<file path="src/hw/rtl/u8d_pkg.sv">
package u8d_pkg;

  // Result status codes
  typedef enum logic [1:0] {
    ST_DONE       = 2'd0,
    ST_ERROR      = 2'd1,
    ST_INCOMPLETE = 2'd2
  } status_t;

  // Queue between classifier and decoder
  localparam int QDepth = 4;
  localparam int QAw    = $clog2(QDepth);

  localparam int CpW   = 31;
  localparam int CntW  = 3;
  localparam int OutW  = 40;

  // One classified byte
  typedef struct packed {
    logic            is_cont;   // 0x80-0xBF
    logic            bad_lead;  // 0x80-0xBF, 0xFE, 0xFF
    logic [CntW-1:0] len;       // continuation bytes a lead byte announces
    logic [6:0]      payload;   // lead byte minus marker, or low six bits
    logic            last;      // end of input on this byte
  } entry_t;

endpackage

</file>
<file path="src/hw/rtl/utf8_byte_stream_decoder.sv">
// A byte that completes a result is written into the queue and shows on m_tvalid from the
// output register once the bytes queued ahead of it have been decoded.
// Throughput: one byte per cycle unless the output stalls; one state update per byte sets it.
// A 4-entry queue lets input acceptance continue while the output is stalled.
// Reset (rst, synchronous, active high) empties the queue, drops the output request
// and returns the decoder to idle with a cleared accumulator.
module utf8_byte_stream_decoder
  import u8d_pkg::*;
(
  input  logic            clk,
  input  logic            rst,
  input  logic            s_tvalid,
  output logic            s_tready,
  input  logic [7:0]      s_tdata,   // [7:0] data_byte
  input  logic            s_tlast,   // end_of_input
  output logic            m_tvalid,
  input  logic            m_tready,
  output logic [OutW-1:0] m_tdata    // [30:0] code_point, [32:31] status, [35:33] pending_bytes
);

  logic   q_full;
  logic   push;
  entry_t wr_entry;
  logic   pop;
  logic   q_valid;
  entry_t q_entry;

  u8d_front u_front (
    .s_tvalid (s_tvalid),
    .s_tready (s_tready),
    .s_tdata  (s_tdata),
    .s_tlast  (s_tlast),
    .q_full   (q_full),
    .push     (push),
    .entry    (wr_entry)
  );

  u8d_queue u_queue (
    .clk      (clk),
    .rst      (rst),
    .push     (push),
    .wr_entry (wr_entry),
    .full     (q_full),
    .pop      (pop),
    .rd_valid (q_valid),
    .rd_entry (q_entry)
  );

  u8d_back u_back (
    .clk      (clk),
    .rst      (rst),
    .q_valid  (q_valid),
    .q_entry  (q_entry),
    .pop      (pop),
    .m_tvalid (m_tvalid),
    .m_tready (m_tready),
    .m_tdata  (m_tdata)
  );

endmodule

</file>
<file path="src/hw/rtl/u8d_front.sv">
module u8d_front
  import u8d_pkg::*;
(
  input  logic       s_tvalid,
  output logic       s_tready,
  input  logic [7:0] s_tdata,   // [7:0] data_byte
  input  logic       s_tlast,   // end_of_input
  input  logic       q_full,
  output logic       push,
  output entry_t     entry
);

  logic [7:0] b;

  assign b        = s_tdata;
  assign s_tready = !q_full;
  assign push     = s_tvalid && !q_full;

  // Classify the byte on its own; sequence state lives in the back part
  always_comb begin
    entry          = '0;
    entry.last     = s_tlast;
    entry.is_cont  = (b[7:6] == 2'b10);
    entry.bad_lead = (b[7:6] == 2'b10) || (b[7:1] == 7'b1111111);
    if (!b[7]) begin
      entry.len     = 3'd0;
      entry.payload = b[6:0];
    end else if (!b[5]) begin
      entry.len     = 3'd1;
      entry.payload = {2'b00, b[4:0]};
    end else if (!b[4]) begin
      entry.len     = 3'd2;
      entry.payload = {3'b000, b[3:0]};
    end else if (!b[3]) begin
      entry.len     = 3'd3;
      entry.payload = {4'b0000, b[2:0]};
    end else if (!b[2]) begin
      entry.len     = 3'd4;
      entry.payload = {5'b00000, b[1:0]};
    end else begin
      entry.len     = 3'd5;
      entry.payload = {6'b000000, b[0]};
    end
    // Continuation bytes (0x80-0xBF) carry their low six bits
    if (b[7:6] == 2'b10) begin
      entry.payload = {1'b0, b[5:0]};
    end
  end

endmodule

</file>
<file path="src/hw/rtl/u8d_queue.sv">
module u8d_queue
  import u8d_pkg::*;
(
  input  logic   clk,
  input  logic   rst,
  input  logic   push,
  input  entry_t wr_entry,
  output logic   full,
  input  logic   pop,
  output logic   rd_valid,
  output entry_t rd_entry
);

  entry_t         mem [QDepth];
  logic [QAw-1:0] wr_ptr;
  logic [QAw-1:0] rd_ptr;
  logic [QAw:0]   count;

  assign full     = (count == (QAw+1)'(QDepth));
  assign rd_valid = (count != '0);
  assign rd_entry = mem[rd_ptr];

  // Storage
  always_ff @(posedge clk) begin
    if (push) begin
      mem[wr_ptr] <= wr_entry;
    end
  end

  // Pointers and fill count
  always_ff @(posedge clk) begin
    if (rst) begin
      wr_ptr <= '0;
      rd_ptr <= '0;
      count  <= '0;
    end else begin
      if (push) begin
        wr_ptr <= wr_ptr + 1'b1;
      end
      if (pop) begin
        rd_ptr <= rd_ptr + 1'b1;
      end
      if (push && !pop) begin
        count <= count + 1'b1;
      end else if (pop && !push) begin
        count <= count - 1'b1;
      end
    end
  end

endmodule

</file>
<file path="src/hw/rtl/u8d_back.sv">
module u8d_back
  import u8d_pkg::*;
(
  input  logic            clk,
  input  logic            rst,
  input  logic            q_valid,
  input  entry_t          q_entry,
  output logic            pop,
  output logic            m_tvalid,
  input  logic            m_tready,
  output logic [OutW-1:0] m_tdata   // [30:0] code_point, [32:31] status, [35:33] pending_bytes
);

  logic [CpW-1:0]  acc;
  logic [CntW-1:0] rem;
  logic [CntW-1:0] taken;
  logic [CpW-1:0]  acc_next;
  logic [CntW-1:0] rem_next;
  logic [CntW-1:0] taken_next;

  logic            emit;
  logic [CpW-1:0]  cp;
  status_t         st;
  logic [CntW-1:0] pend;
  logic [CpW-1:0]  shifted;

  logic [CpW-1:0]  out_cp;
  status_t         out_st;
  logic [CntW-1:0] out_pend;

  assign pop     = q_valid && (!m_tvalid || m_tready);
  assign shifted = {acc[CpW-7:0], q_entry.payload[5:0]};
  assign m_tdata = {(OutW-CpW-2-CntW)'(0), out_pend, out_st, out_cp};

  // Sequence update for one byte
  always_comb begin
    acc_next   = acc;
    rem_next   = rem;
    taken_next = taken;
    emit       = 1'b0;
    cp         = '0;
    st         = ST_DONE;
    pend       = '0;
    if (rem == '0) begin
      if (q_entry.bad_lead) begin
        emit = 1'b1;
        st   = ST_ERROR;
      end else if (q_entry.len == '0) begin
        emit = 1'b1;
        cp   = CpW'(q_entry.payload);
      end else if (q_entry.last) begin
        emit = 1'b1;
        st   = ST_INCOMPLETE;
        pend = 3'd1;
        acc_next = '0;
      end else begin
        acc_next   = CpW'(q_entry.payload);
        rem_next   = q_entry.len;
        taken_next = 3'd1;
      end
    end else begin
      if (!q_entry.is_cont) begin
        emit = 1'b1;
        st   = ST_ERROR;
      end else if (rem == 3'd1) begin
        emit = 1'b1;
        cp   = shifted;
      end else if (q_entry.last) begin
        emit = 1'b1;
        st   = ST_INCOMPLETE;
        pend = taken + 1'b1;
      end else begin
        acc_next   = shifted;
        rem_next   = rem - 1'b1;
        taken_next = taken + 1'b1;
      end
      if (emit) begin
        acc_next   = '0;
        rem_next   = '0;
        taken_next = '0;
      end
    end
  end

  // Sequence state
  always_ff @(posedge clk) begin
    if (rst) begin
      acc   <= '0;
      rem   <= '0;
      taken <= '0;
    end else if (pop) begin
      acc   <= acc_next;
      rem   <= rem_next;
      taken <= taken_next;
    end
  end

  // Output register
  always_ff @(posedge clk) begin
    if (rst) begin
      m_tvalid <= 1'b0;
    end else if (pop) begin
      m_tvalid <= emit;
    end else if (m_tready) begin
      m_tvalid <= 1'b0;
    end
  end

  always_ff @(posedge clk) begin
    if (pop && emit) begin
      out_cp   <= cp;
      out_st   <= st;
      out_pend <= pend;
    end
  end

endmodule
</file>
<file path="config.mk">
export PLATFORM = sky130hd
export DESIGN_NAME = utf8_byte_stream_decoder
export DESIGN_NICKNAME = d
export VERILOG_FILES = /design/src/hw/rtl/u8d_pkg.sv /design/src/hw/rtl/utf8_byte_stream_decoder.sv /design/src/hw/rtl/u8d_front.sv /design/src/hw/rtl/u8d_queue.sv /design/src/hw/rtl/u8d_back.sv
export SDC_FILE = /design/constraint.sdc
export NUM_CORES = 1
export LEC_CHECK = 0
export BUFFER_PORTS_ARGS = -buffer_cell sky130_fd_sc_hd__clkbuf_2
export CORE_MARGIN = 2
export CORE_UTILIZATION = 45
export DETAILED_ROUTE_END_ITERATION = 6
export GPL_TIMING_DRIVEN = 1
export PLACE_DENSITY = 0.76
export SLEW_MARGIN = 10
export SYNTH_ARGS = -nofsm -noshare
export SYNTH_HDL_FRONTEND = slang
export SYNTH_SLANG_ARGS = --single-unit
</file>
<file path="constraint.sdc">
create_clock -name clk -period 4.5 [get_ports clk]
set_input_delay 0.9 -clock clk [delete_from_list [all_inputs] [get_ports clk]]
set_output_delay 0.9 -clock clk [all_outputs]
set_load 0.005 [all_outputs]
</file>
; ---- Yosys cells after proc, flatten, opt, wreduce, memory -nomap -nowiden
; Memories as Yosys holds them, arrays and structs flattened. A register that Yosys moved wholly into a read port is not among the register bits.
; Cells that the tools add are included.
; Widths: inputs -> output; s select.
[word_totals]
wordCells = 109
n_memories = 1
latch_bits = 0
inputBits = 13
output_inout_bits = 42
mem_bits_rw = 52
mem_bits_ro = 0
reg_bits = 75
[classes]
n_div = 0
mul = 0
order_cmp = 0
eq_ne = 10
shift = 0
n_mux = 63
n_reduce_logical = 19
addsub = 6
bitwise = 0
[mem_list]
columns = name, words, width, rd, rd_ports_with_merged_regs, write_ports, line
row1 = u_queue.mem, 4, 13, 1, 1, 1, u8d_queue.sv:14  ; entry_t mem [QDepth];
[op_table]
columns = op, count
row1 = $mux 25, 7
row2 = $mux 31, 4
row3 = $mux 3, 24
row4 = $mux 10, 4
row5 = $mux 7, 3
row6 = $mux 2, 8
row7 = $mux 1, 12
row8 = $mux 8, 1
row9 = $eq 7x7->1 const B, 1
row10 = $reduce_and 7->1, 1
row11 = $add 3x1->3 const B, 2
row12 = $logic_not 3->1, 2
row13 = $ne 2x2->1 const B, 3
row14 = $reduce_and 6->1, 1
row15 = $reduce_bool 3->1, 2
row16 = $sub 3x1->3 const B, 2
row17 = $logic_and 1x1->1, 5
row18 = $add 2x1->2 const B, 2
row19 = $logic_not 1->1, 4
row20 = $reduce_bool 2->1, 2
row21 = $eq 3x1->1 const B, 1
row22 = $eq 3x3->1 const B, 1
row23 = $ne 3x1->1 const B, 1
row24 = $ne 3x2->1 const B, 1
row25 = 3 further kinds, 4

; ---- Longest topological paths before layout
; Gate-level depths: netlist of the first run.
[depth]
ltp_word = 7
ltp_mapped = 10
depth_no_buf = 9

; ---- By module
; From an unflattened synthesis of the first run, not the netlist that was laid out.
[hier_totals]
hier_cells = 337
hier_area_um2 = 5143.7
[modules_own_cells]
columns = mod, seq_area_each_um2, cells_per_inst, n_inst, area_per_inst_um2
row1 = u8d_back, 1721.7, 205, 1, 2696.3
row2 = u8d_queue, 1741.7, 111, 1, 2312.2
row3 = u8d_front, 0.0, 21, 1, 135.1

; ---- Worst setup path before layout of the first run
; Ideal clock, no wire load.
[synth_timing]
path_type = input-to-reg
startpoint = in m_tready
endpoint = reg u_back.out_cp[0] (enable)
arrival_ps = 4124
stages = 4
setup_time_ps = 487
required_time_ps = 4013
setup_slack_ps = -110
n_path_buf = 0
cell_sequence = nor2b_1 > nor2_1 > inv_1 > a211oi_1
[synth_between]
elab_chain_len = 3
[synth_rtl]
columns = element, line
row1 = from (decl), utf8_byte_stream_decoder.sv:17  ; input logic m_tready,
row2 = $logic_or 1x1->1, u8d_back.sv:31  ; assign pop = q_valid && (!m_tvalid || m_tready);
row3 = $logic_and 1x1->1, u8d_back.sv:31
row4 = $logic_and 1x1->1, u8d_back.sv:110  ; if (pop && emit) begin
row5 = to (signal assigned), u8d_back.sv:111  ; out_cp <= cp;
row6 = to (decl), u8d_back.sv:27  ; logic [CpW-1:0] out_cp;
; Every way passes these cells.
; A chain may end at the register's enable or synchronous reset.

==> results of run 1 <==
-- power breakdown --
part / total (mW) / leakage [nW] / internal (mW) / switching [mW]
logic: 1.24 / 0.775 / 0.479 / 0.763
clock network: 1.29 / 0.266 / 0.822 / 0.472
registers: 1.76 / 1.17 / 1.63 / 0.125
-- flip-flops by register name, indices dropped and copies added (netlist names), named ones only --
name / count
u_queue.mem: 52
u_back.out_cp: 31
u_back.acc: 25
u_back.out_pend: 3
u_back.rem: 3
u_back.taken: 3
u_queue.count: 3
u_back.out_st: 2
u_queue.rd_ptr: 2
u_queue.wr_ptr: 2
u_back.m_tvalid: 1
-- cell usage after synthesis (5+ instances only) --
cell,count
a21oi_1,33
and2_1,27
and3_1,5
buf_4,8
clkbuf_1,11
dfxtp_1,41
edfxtp_1,88
ha_1,9
inv_1,7
mux4_2,14
nand2_1,31
nand2b_1,7
nand3_1,28
nor2_1,20
nor2b_1,12
nor3_1,6
o21ai_0,5
-- per-layer routing --
layer	GRT usage (%)	share of wire (%)
met5	0	0
met3	4.518	3.6
met4	5.844	1.1
met1	20.26	43
met2	27.03	52
-- through the flow --
step / hold WS [ps] / total power [mW] / util (%) / instance area [um^2] / cells
CTS: 450.1 / 4.331 / 54.35 / 6180 / 603
global route: 481.0 / 4.545 / 54.35 / 6180 / 603
floorplan: 427.3 / 2.604 / - / 5245 / 395
detailed placement: 442.4 / 3.030 / 49.39 / 5615 / 571
global placement: 439.7 / 2.987 / 49.39 / 5615 / 571
finish: 448.9 / 4.292 / 54.35 / 6180 / 603
-- worst reg2reg max path, delay by kind of cell (launching register included) --
| family | cells | cell delay (ps) |
|---|---|---|
| buf+inv | 2 | 560 |
| compound gates | 1 | 780 |
| simple gates | 1 | 480 |
| mux | 1 | 580 |
| flops | 1 | 490 |
-- final cells by class --
cell class	instances	area, um^2
timing repair buffer	55	300.3
clock buffer	21	450.4
clock inverter	11	113.9
fill	938	5190
tap	143	178.9
sequential	129	3463
multi-input combinational	237	1647
inverter	7	26.28
-- cells by family (layout without fill, tap and decap cells) --
logic type / after synthesis / after routing / share of synthesized area [%]
simple gates: 144 / 144 / 14.26
flops: 129 / 129 / 66.24
fa+ha+maj: 10 / 10 / 2.537
other cells: 1 / 4 / 0.07172
compound gates: 57 / 57 / 6.652
xor+xnor: 6 / 6 / 1.005
buf+inv: 29 / 94 / 2.824
mux: 16 / 16 / 6.413
-- worst max path at each step --
stage	from	to	slack (ps)
final	flop	u_back.out_cp[11]	1320
after global routing	flop	u_back.out_cp[18]	1090
after CTS	flop	u_back.out_cp[13]	1260
after detailed placement	flop	u_back.out_cp[15]	1290
after global placement	flop	u_back.out_cp[23]	1400
after floorplan	flop	u_back.out_cp[0]	1120
==> results.json, run 1 <==
{
  "root_buffer": "clkbuf_16",
  "synthesis.area_um2": 5229,
  "grt_remaining_overflow": 0,
  "rows": 39,
  "die_h_um": 111.8,
  "synthCells": 392,
  "place.gp.congestion": 0.7663,
  "grt_pass1_vias": 3206,
  "crit_cells": 5,
  "setup_tns_ps": 0,
  "synth_edf_count": 88,
  "cts_tree": "yes",
  "antenna_found_initial": 0,
  "clk_pin_slew_worst_paths_ps": 60,
  "setup_viol": 0,
  "ir_drop_mv": 0.3555,
  "n_antenna_cell": 0,
  "syn_avg_cell_area_um2": 13.34,
  "firstDrtPassIters": 4,
  "outcome": "finished clean",
  "dp_hpwl_mm": 6.184,
  "clock_sinks": 129,
  "cp_max_fo": 24,
  "nets": 470,
  "num_vias": 3172,
  "post_cts_buffers": 0,
  "hold_start": "u_back.acc[23]",
  "area_delta_synth_final_pct": 18.19,
  "drv_cap": 0,
  "rsz0062_at_grt": "false",
  "critPathMaxStageDelay_ps": 780,
  "ctsHtreeMaxLevel": 4,
  "cp_slowest_cell": "a211oi_4",
  "synth_seq_area_share_pct": 66.24,
  "grt_max_degree": 41,
  "ant_nets": 0,
  "synthDistinctLibCells": 42,
  "grt.total_usage_pct": 16.17,
  "routed_wirelength_mm": 9.520,
  "worst_pin_slew_ps": 865.7,
  "rrSetupSlack_ps": 1320,
  "ys_warn_count": 0,
  "path_cells": "buf_4 -> mux4_2 -> or3_1 -> a211oi_4 -> buf_12",
  "worstSetupStartpointType": "flop",
  "clk_latency_ps": 400,
  "synth_top_area_cell": "edfxtp_1",
  "grt_first_pass_wirelength_mm": 15.70,
  "arrival_ps": 3290,
  "synth.area.top_cells": "edfxtp_1, dfxtp_1, mux4_2, and2_1, a21oi_1",
  "r2r-end": "u_back.out_cp[11]",
  "pin_count": 55,
  "initial_core_util_pct": 45.99,
  "criticalPathCategory": "reg -> reg",
  "power.leakage_nw": 2.213,
  "ys.flop_type": "edfxtp_1",
  "p_per_area_nw_per_um2": 694.6,
  "wl_per_cell_um": 15.79,
  "ys_async_sr_fraction_pct": 0,
  "place.port_buffers": 50,
  "finalMaxSlewViolations": 0,
  "synth-seq-cells": 129,
  "timing.final.ws_setup_ps": 1317,
  "first_iter_violations": 157,
  "coreArea_um2": 11370,
  "cts_buffers": 17,
  "final_common_cell": "edfxtp_1",
  "drive_above_1_share_pct": 22.61,
  "crit_buf_inv": 2,
  "pre_cts_ws_ps": 1289,
  "finalCritPeriodShare_pct": 70.72,
  "hold_path.class": "reg -> reg",
  "synth_top_area_share_pct": 50.54,
  "holdBufCountCts": 0,
  "hold_end": "u_back.acc[23]",
  "endpoint_kind": "flop",
  "hold_viol": 0,
  "reg2reg_depth": 5,
  "cp.required_ps": 4610,
  "finClkSkew_ps": 9.546,
  "drc": 0,
  "final_cell_mix": "edfxtp_1, clkbuf_2, dfxtp_1, a21oi_1, nand2_1",
  "cts_max_path_buffers": 2,
  "crit_family": "compound AO/OA/AOI/OAI gates",
  "vias_per_cell": 5.260,
  "die_area_um2": 12500,
  "hold_depth": 2,
  "fmax_mhz": 314.2,
  "fin_crit_ps": 3183,
  "slew_headroom_pct": 42.10,
  "die_x_um": 111.8,
  "postCtsResizedCells": 0
}
Note: power is estimated with default switching activity, not from simulation.
==> inputs of run 2 (changes only) <==
Settings changed: PLACE_DENSITY 0.76 to 0.74.
Clock period 4.5 ns to 3.35 ns, I/O delays scaled along.
==> results.json, run 2 (same netlist as run 1, synthesis figures left out) <==
{
  "outcome": "finished clean",
  "grt_max_degree": 41,
  "pin_count": 55,
  "slew_headroom_pct": 43.74,
  "grt_remaining_overflow": 0,
  "wl_per_cell_um": 15.39,
  "place.port_buffers": 50,
  "rsz0062_at_grt": "false",
  "fin_crit_ps": 2694,
  "critPathMaxStageDelay_ps": 600,
  "cts_max_path_buffers": 2,
  "clk_pin_slew_worst_paths_ps": 50,
  "root_buffer": "clkbuf_16",
  "vias_per_cell": 5.253,
  "ctsHtreeMaxLevel": 4,
  "nets": 472,
  "rows": 39,
  "fmax_mhz": 371.2,
  "cts_buffers": 17,
  "hold_path.class": "reg -> reg",
  "drive_above_1_share_pct": 23.38,
  "first_iter_violations": 113,
  "postCtsResizedCells": 0,
  "dp_hpwl_mm": 6.356,
  "die_x_um": 111.8,
  "final_common_cell": "edfxtp_1",
  "firstDrtPassIters": 4,
  "drc": 0,
  "total_power_mw": 5.865,
  "num_vias": 3178,
  "top_regs": "u_queue.mem (52), u_back.out_cp (31), u_back.acc (25)",
  "worst_pin_slew_ps": 843.9,
  "setup_viol": 0,
  "largest_reg_flops": 52,
  "holdBufCountCts": 0,
  "grt_first_pass_wirelength_mm": 15.80,
  "finalMaxSlewViolations": 0,
  "drv_cap": 0,
  "clock_sinks": 129,
  "finClkSkew_ps": 16.46,
  "cp_max_fo": 11,
  "power.leakage_nw": 2.254,
  "antenna_found_initial": 0,
  "endpoint_kind": "flop",
  "path_cells": "buf_4 -> mux4_2 -> a211o_1 -> or4_1 -> a21oi_1",
  "fin_hold_ws_ps": 451.1,
  "crit_buf_inv": 1,
  "setup_tns_ps": 0,
  "cts_tree": "yes",
  "coreArea_um2": 11370,
  "place.gp.congestion": 0.8764,
  "arrival_ps": 3010,
  "area_delta_synth_final_pct": 19.05,
  "grt.total_usage_pct": 16.03,
  "crit_family": "compound AO/OA/AOI/OAI gates",
  "n_antenna_cell": 0,
  "fillCellCount": 923,
  "cp_slowest_cell": "mux4_2",
  "grt_pass1_vias": 3211,
  "initial_core_util_pct": 45.99,
  "hold_viol": 0,
  "finalCritPeriodShare_pct": 80.41,
  "worstSetupStartpointType": "flop",
  "ant_nets": 0,
  "cp.required_ps": 3670,
  "ir_drop_mv": 0.5066,
  "die_h_um": 111.8,
  "final_cell_mix": "edfxtp_1, clkbuf_2, dfxtp_1, a21oi_1, nand2_1",
  "die_area_um2": 12500,
  "regMostFlops": "u_queue.mem",
  "p_per_area_nw_per_um2": 942.2,
  "post_cts_buffers": 0,
  "clk_latency_ps": 410,
  "criticalPathCategory": "reg -> reg",
  "hold_start": "u_back.acc[20]",
  "routed_wirelength_mm": 9.310
}
-- run 2: layout make-up --
type                    count  area (um^2)  share of cell area (%)
flip-flops and latches    129         3463                   55.64
multi-input cells         237         1653                   26.55
clock buffers              23        499.2                   8.020
repair buffers             57        302.8                   4.864
well taps                 143        178.9                   2.874
clock inverters             9        101.3                   1.628
inverters                   7        26.28                  0.4221
-- run 2: where the power goes --
| part | switching, mW | internal, mW |
|---|---|---|
| Combinational | 1.04 | 0.648 |
| Clock | 0.632 | 1.19 |
| Sequential | 0.164 | 2.19 |
-- run 2: metal layers --
layer / track usage (%) / share of wire (%) / vias up / wire [um]
met3: 4.409 / 4.2 / 11 / 390
met1: 20.87 / 44 / 1555 / 4117
met4: 5.926 / 1.1 / 0 / 99
met2: 25.90 / 51 / 81 / 4702
met5: 0 / 0 / - / 0
li1: - / - / 1531 / -
-- run 2: stage by stage --
step | area [um^2] | utilization [%] | setup WS (ps) | std cells
after detailed placement | 5618 | 49.41 | 612.9 | 573
after CTS | 6218 | 54.69 | 608.5 | 605
after global placement | 5618 | 49.41 | 679.6 | 573
after global routing | 6225 | 54.75 | 412.2 | 605
final | 6225 | 54.75 | 656.1 | 605
after floorplan | 5253 | - | 460.1 | 395
-- run 2: worst paths after layout --
kind,slack (ps),end,cells past startpoint
max,660,u_back.rem[2],5
min,450,u_back.acc[20],2
max reg2reg,660,u_back.rem[2],5
min reg2reg,450,u_back.acc[20],2
-- run 2: worst reg2reg max path: cells and delay by family (launching register included) --
| family | cells | cell delay (ps) |
|---|---|---|
| AND/OR/NAND/NOR | 1 | 520 |
| flip-flops | 1 | 590 |
| buffers and inverters | 1 | 300 |
| AO/OA/AOI/OAI | 2 | 610 |
| multiplexers | 1 | 600 |
==> inputs of run 3 (changes only) <==
Clock period 3.35 ns to 2.8 ns, I/O delays scaled along.
==> results.json, run 3 (same netlist as run 1, synthesis figures left out) <==
{
  "outcome": "finished clean",
  "cp_slowest_cell": "mux4_2",
  "initial_core_util_pct": 45.99,
  "fin_util_pct": 55.41,
  "total_power_mw": 7.285,
  "fin_hold_ws_ps": 376.3,
  "grt_pass1_vias": 3246,
  "clock_sinks": 129,
  "regMostFlops": "u_queue.mem",
  "post_cts_buffers": 0,
  "finalMaxSlewViolations": 0,
  "clk_latency_ps": 420,
  "vias_per_cell": 5.292,
  "final_common_cell": "edfxtp_1",
  "pre_cts_ws_ps": 328.3,
  "nets": 474,
  "coreArea_um2": 11370,
  "setup_viol": 0,
  "top_regs": "u_queue.mem (52), u_back.out_cp (31), u_back.acc (25)",
  "endpoint_kind": "flop",
  "p_per_area_nw_per_um2": 1156,
  "grt_remaining_overflow": 0,
  "ir_drop_mv": 0.7609,
  "n_antenna_cell": 0,
  "worst_pin_slew_ps": 806.7,
  "hold_viol": 0,
  "wl_per_cell_um": 15.87,
  "place.gp.congestion": 0.8503,
  "dp_hpwl_mm": 6.397,
  "cts_max_path_buffers": 2,
  "die_h_um": 111.8,
  "root_buffer": "clkbuf_16",
  "cts_buffers": 17,
  "first_iter_violations": 182,
  "firstDrtPassIters": 4,
  "timing.final.ws_setup_ps": 392.3,
  "hold_path.class": "in -> reg",
  "drive_above_1_share_pct": 24.57,
  "area_delta_synth_final_pct": 20.48,
  "worstSetupStartpointType": "flop",
  "path_cells": "mux4_2 -> or3_4 -> nor3_1 -> nor2_1 -> nor2b_1",
  "fin_cells": 607,
  "antenna_found_initial": 0,
  "routed_wirelength_mm": 9.634,
  "postCtsResizedCells": 0,
  "setup_tns_ps": 0,
  "finalCritPeriodShare_pct": 85.99,
  "grt_first_pass_wirelength_mm": 15.96,
  "finClkSkew_ps": 19.83,
  "arrival_ps": 2680,
  "holdBufCountCts": 0,
  "num_vias": 3212,
  "slew_headroom_pct": 46.22,
  "drv_cap": 0,
  "power.leakage_nw": 2.275,
  "cp.required_ps": 3070,
  "rows": 39,
  "largest_reg_flops": 52,
  "die_area_um2": 12500,
  "ctsHtreeMaxLevel": 4,
  "place.port_buffers": 50,
  "rsz0062_at_grt": "false",
  "ant_nets": 0,
  "clk_pin_slew_worst_paths_ps": 60,
  "critPathMaxStageDelay_ps": 580,
  "placed_area_um2": 5652,
  "cts_tree": "yes",
  "drc": 0,
  "fmax_mhz": 415.3,
  "die_x_um": 111.8,
  "dp_cells": 575,
  "finalInstanceArea_um2": 6300,
  "final_cell_mix": "edfxtp_1, clkbuf_2, dfxtp_1, a21oi_1, nand2_1",
  "criticalPathCategory": "reg -> reg",
  "pin_count": 55,
  "grt_max_degree": 41,
  "grt.total_usage_pct": 16.40,
  "cp_max_fo": 9,
  "fin_crit_ps": 2408
}
-- run 3: report_power, final --
group / leakage [nW] / internal [mW] / switching [mW]
sequential: 1.17 / 2.62 / 0.201
combinational: 0.803 / 0.841 / 1.25
clock: 0.300 / 1.53 / 0.846
total: 2.28 / 4.99 / 2.30
-- run 3: metal layers --
layer  track usage, %  vias up  part of all wire (%)
li1                 -     1544                     -
met1            19.77     1559                    41
met5                0        -                     0
met4            7.078        0                   1.2
met2            27.03       96                    52
met3            5.498       13                   5.8
-- run 3: cell type report --
cell class | count | area (um^2)
sequential | 129 | 3465
fill | 903 | 5070
inverter | 7 | 26.28
multi-input combinational | 237 | 1658
tap | 143 | 178.9
clock buffer | 18 | 439.2
timing repair buffer | 59 | 330.3
clock inverter | 14 | 202.7
-- run 3: path summary, 6_finish.rpt --
check	start	endpoint	slack, ps	cells past startpoint
hold / removal	s_tdata[0]	u_queue.mem[2][1]	380	1
setup / recovery	flop	u_back.out_cp[5]	390	5
hold reg to reg	u_back.acc[21]	u_back.acc[21]	450	2
setup reg to reg	flop	u_back.out_cp[5]	390	5
-- run 3: worst max-delay path: cells and delay by family, from the launching register on --
kind          cells  cell delay, ps
simple gates      4            1180
mux               1             580
flops             1             490
